## config.mk

```make
export PLATFORM = sky130hd
export DESIGN_NAME = hbmt_ram
export DESIGN_NICKNAME = d
export VERILOG_FILES = /design/src/sv/hbmt_ram.sv
export SDC_FILE = /design/constraint.sdc
export NUM_CORES = 1
export LEC_CHECK = 0
export ABC_CLOCK_PERIOD_IN_PS = 4800
export BUFFER_PORTS_ARGS = -buffer_cell sky130_fd_sc_hd__buf_2
export CAP_MARGIN = 20
export CORE_MARGIN = 1
export CORE_UTILIZATION = 65
export DETAILED_ROUTE_END_ITERATION = 8
export GPL_ROUTABILITY_DRIVEN = 0
export PLACE_DENSITY = 0.82
export SYNTH_ARGS = -nofsm -noshare
export SYNTH_HDL_FRONTEND = slang
export SYNTH_SLANG_ARGS = --single-unit
```

## constraint.sdc

```tcl
create_clock -name clock -period 4.8 [get_ports clock]
set_input_delay 0.96 -clock clock [delete_from_list [all_inputs] [get_ports clock]]
set_output_delay 0.96 -clock clock [all_outputs]
set_load 0.005 [all_outputs]
```

## src/sv/hbmt_ram.sv

```systemverilog
// ----------------------------------------------------------------------------
// hbmt_ram: generic single-write, single-read RAM
// One write port and one read port with a registered read that holds its
// value while no read is requested.
// ----------------------------------------------------------------------------
module hbmt_ram #(
   parameter int WIDTH = 8,
   parameter int DEPTH = 16
) (
   input  logic                     clock,
   input  logic                     wr_en,
   input  logic [$clog2(DEPTH)-1:0] wr_addr,
   input  logic [WIDTH-1:0]         wr_data,
   input  logic                     rd_en,
   input  logic [$clog2(DEPTH)-1:0] rd_addr,
   output logic [WIDTH-1:0]         rd_data
);

   logic [WIDTH-1:0] mem_ff [DEPTH];
   logic [WIDTH-1:0] rd_data_ff;

   always_ff @(posedge clock) begin
      if (wr_en) begin
         mem_ff[wr_addr] <= wr_data;
      end
      if (rd_en) begin
         rd_data_ff <= mem_ff[rd_addr];
      end
   end

   assign rd_data = rd_data_ff;

endmodule

```

# Yosys cells after proc, flatten, opt, wreduce, memory -nomap -nowiden
# Memories as Yosys holds them, arrays and structs flattened. A register that Yosys moved wholly into a read port is not among the register bits.
# Index checks and enable logic that the tools add are counted.
dict set report word_totals {
  reg_bits 0
  ram_bits 128
  input_bits 19
  out_inout_bits 8
  wordCells 3
  memories 1
}
dict set report op_classes {
  mux 2
}
# memory words width rd rd_clocked_by_memory_dff write_ports line
set mem_list {}
lappend mem_list {mem_ff 16 8 1 1 1 19} ;# logic [WIDTH-1:0] mem_ff [DEPTH];
# op count
set ops {}
lappend ops {{$mux 1} 2}

# Depth between registers and ports, before layout
dict set report depth {
  ltp_word 2
  depth_mapped 5
  mapped_depth_nobuf 3
}

# Least setup slack after synthesis
# No wires, ideal clock.
dict set report synth_path {
  path_kind {input to register}
  start {input wr_addr[2]}
  end {memory mem_ff[0][0] (enable)}
  setup_ns 0.383
  arrival_ns 2.070
  required_ns 4.417
  setup_slack_ns 2.347
  stages 2
  path_buffers 0
  cell_sequence {or3b_2 nor3_1}
}
# item line
set synth_rtl {}
lappend synth_rtl {{from (decl)} 12} ;# input logic [$clog2(DEPTH)-1:0] wr_addr,
lappend synth_rtl {{to (decl)} 19}
# No word-level cell before the write port.

==> results by group <==
Outcome
  – Status: finished clean

GRT
  – Global route overflow: 0
  – Largest net degree at the start of global routing: 33
  – Vias in the first global route: about 2,500
  – First-pass GRT wire length: 14,700 µm
  – Antenna violations before repair: 0
  – Tot GR Track Use: between 20% and 30%

CTS
  – Clk_lat worst skew: 0.52 ns
  – H-tree Lvls: 4
  – TritonCTS clock tree: done
  – Postcts setup bufs: 0
  – Clock Path Buffers: 2
  – Inserted Clock Buffers: 17
  – Sink Count: between 100 and 150
  – Root Buffer: clkbuf_8
  – Clk slew on worst S/H paths: approximately 0.06 ns
  – Post-CTS Hold Fix Bufs: 0
  – PostCTS Resize Cnt: 0

Die
  – Die height: about 92 µm
  – Initial Util: between 60% and 70%
  – Die W: 91.7 µm
  – Num rows: 32
  – Die area: approximately 0.0084 mm²
  – Core area: between 0.007 and 0.008 mm²
  – Top-Level Pins: 27

Route
  – Vias per inst: about 6.5
  – Drt first pass iters: 5
  – Final WL: between 9000 and 10,000 µm
  – Met3 WL: between 700 and 800 µm
  – DRC viols: 0
  – Metal-1 WL: between 4000 and 5000 µm
  – Wire length on met2: about 4800 µm
  – Highest metal used: met4
  – Antenna viol nets, final: 0
  – Drt wl/cell: about 25 µm
  – Initial DRC count: about 270
  – Via count: 2,482

Power
  – Power Density: ~450 mW/mm²
  – Pwr Total: 2.73 mW
  – P_leak: 2.00 nW
  – VDD IR max: ~360 µV

Logic synthesis
  – Sequential area share after synthesis: around four fifths
  – Synth Cell Area: 0.00523 mm²
  – Syn_area_per_cell: about 23 µm²
  – Syn nets: ~250
  – Cell count after synthesis: 229
  – FF+latch count, synth: approximately 140
  – Cell variety after synth: 18
  – Synth warn: 0

Cells and area
  – Layout net count: ~290
  – Multi-input logic area: around 0.0011 mm²
  – Most common cell after layout, fill and taps aside: edfxtp_1
  – Antenna diode count: 0
  – Most frequent cells in the layout: 136 x edfxtp_1, 26 x buf_2, 18 x mux4_2
  – Layout cells sized above 1: 28.8%
  – Layout fillers: between 400 and 500
  – Register Area: about 0.0041 mm²
  – Layout area overhead: 15.2%

STA
  – RSZ-0062 raised after global routing: no
  – Slew of the pin with the lowest slew margin: approximately 1.0 ns
  – Setup TNS: 0 ns
  – Max-Slew Margin vs Limit: between 30% and 40%
  – Final slew viol count: 0
  – Clk_skew: about 0.017 ns
  – Setup violators final: 0
  – Period utilization: between 50% and 60%
  – Final min period: between 2 and 3 ns
  – Final hold viol count: 0
  – Fmax: 0.392 GHz

Placed design
  – DPL Wire Length: 5440 µm
  – IO Port Bufs: 26

Critical path
  – WP data required: about 5.0 ns
  – CP Class: input port to flop
  – Worst setup EP type: flop
  – Worst path arrival time: approximately 2.8 ns
  – Maximum fanout along the worst path: 32
  – Crit start category: input port
  – R2R Setup Slk: approximately 3.3 ns

Run
  – Total of max-cap violations: 0

Worst hold path
  – Tightest Hold Check Type: flop to flop
cells in the mapped netlist:
library cell / n / share of area (%)
nand2_1: 9 / 0.65
mux4_2: 18 / 7.8
nor2b_1: 1 / 0.12
or3b_2: 1 / 0.17
buf_2: 3 / 0.29
and2b_1: 1 / 0.14
and2_1: 1 / 0.12
mux4_1: 14 / 7.0
a22oi_1: 16 / 2.3
clkdlybuf4s25_2: 3 / 0.57
nand2b_1: 2 / 0.24
nor3_1: 4 / 0.38
nor2_1: 13 / 0.93
nand3b_1: 2 / 0.29
edfxtp_1: 136 / 78
buf_6: 3 / 0.65
buf_4: 1 / 0.14
nand3_1: 1 / 0.096
cell families (layout without fill, tap and decap cells):
| group | after synthesis | count (layout) | share of synthesized area [%] |
|---|---|---|---|
| buf+inv | 10 | 62 | 1.65 |
| compound gates | 16 | 16 | 2.30 |
| simple gates | 35 | 35 | 3.14 |
| mux | 32 | 32 | 14.8 |
| flops | 136 | 136 | 78.1 |
critical path, stage by stage:
cell and delay (ns):
buf_2 0.76, mux4_2 0.61, a22oi_1 0.31, nand2_1 0.11
registers in the layout (all words and copies together) (netlist names):
name and cells:
mem_ff 128, rd_data 8
per-layer routing:
| metal | GRT usage [%] | up-vias |
|---|---|---|
| met1 | 36.0 | 1282 |
| met3 | 8.62 | 11 |
| met2 | 39.7 | 125 |
| met5 | 0 | - |
| met4 | 9.79 | 0 |
| li1 | - | 1064 |
final cells by class:
cell class	instances	share of cell area [%]
clock buffers	17	6.88
well taps	102	2.12
repair buffers	30	2.66
flip-flops and latches	136	67.8
clock inverters	15	2.97
multi-input cells	83	17.6
metrics by stage:
step	instances	utilization, %	area (µm²)	setup WS, ns	hold slack [ns]
global placement	351	69.9	5430	1.77	0.733
finish	383	77.5	6020	2.25	0.768
CTS	383	77.5	6020	2.24	0.772
global route	383	77.5	6020	2.16	0.791
detailed placement	351	69.9	5430	1.74	0.746
floorplan	229	-	5230	2.35	0.705
where the power goes:
part / internal, mW / switching (mW)
clock network: 0.790 / 0.481
registers: 1.34 / 0.00844
logic: 0.0466 / 0.0660
total: 2.18 / 0.555
final timing paths:
check                from          to  depth (start not counted)
max            rd_addr[0]  rd_data[7]                          4
min          mem_ff[9][3]  rd_data[3]                          3
max reg2reg  mem_ff[2][5]  rd_data[5]                          3
min reg2reg  mem_ff[9][3]  rd_data[3]                          3
(Power assumes the default switching activity.)
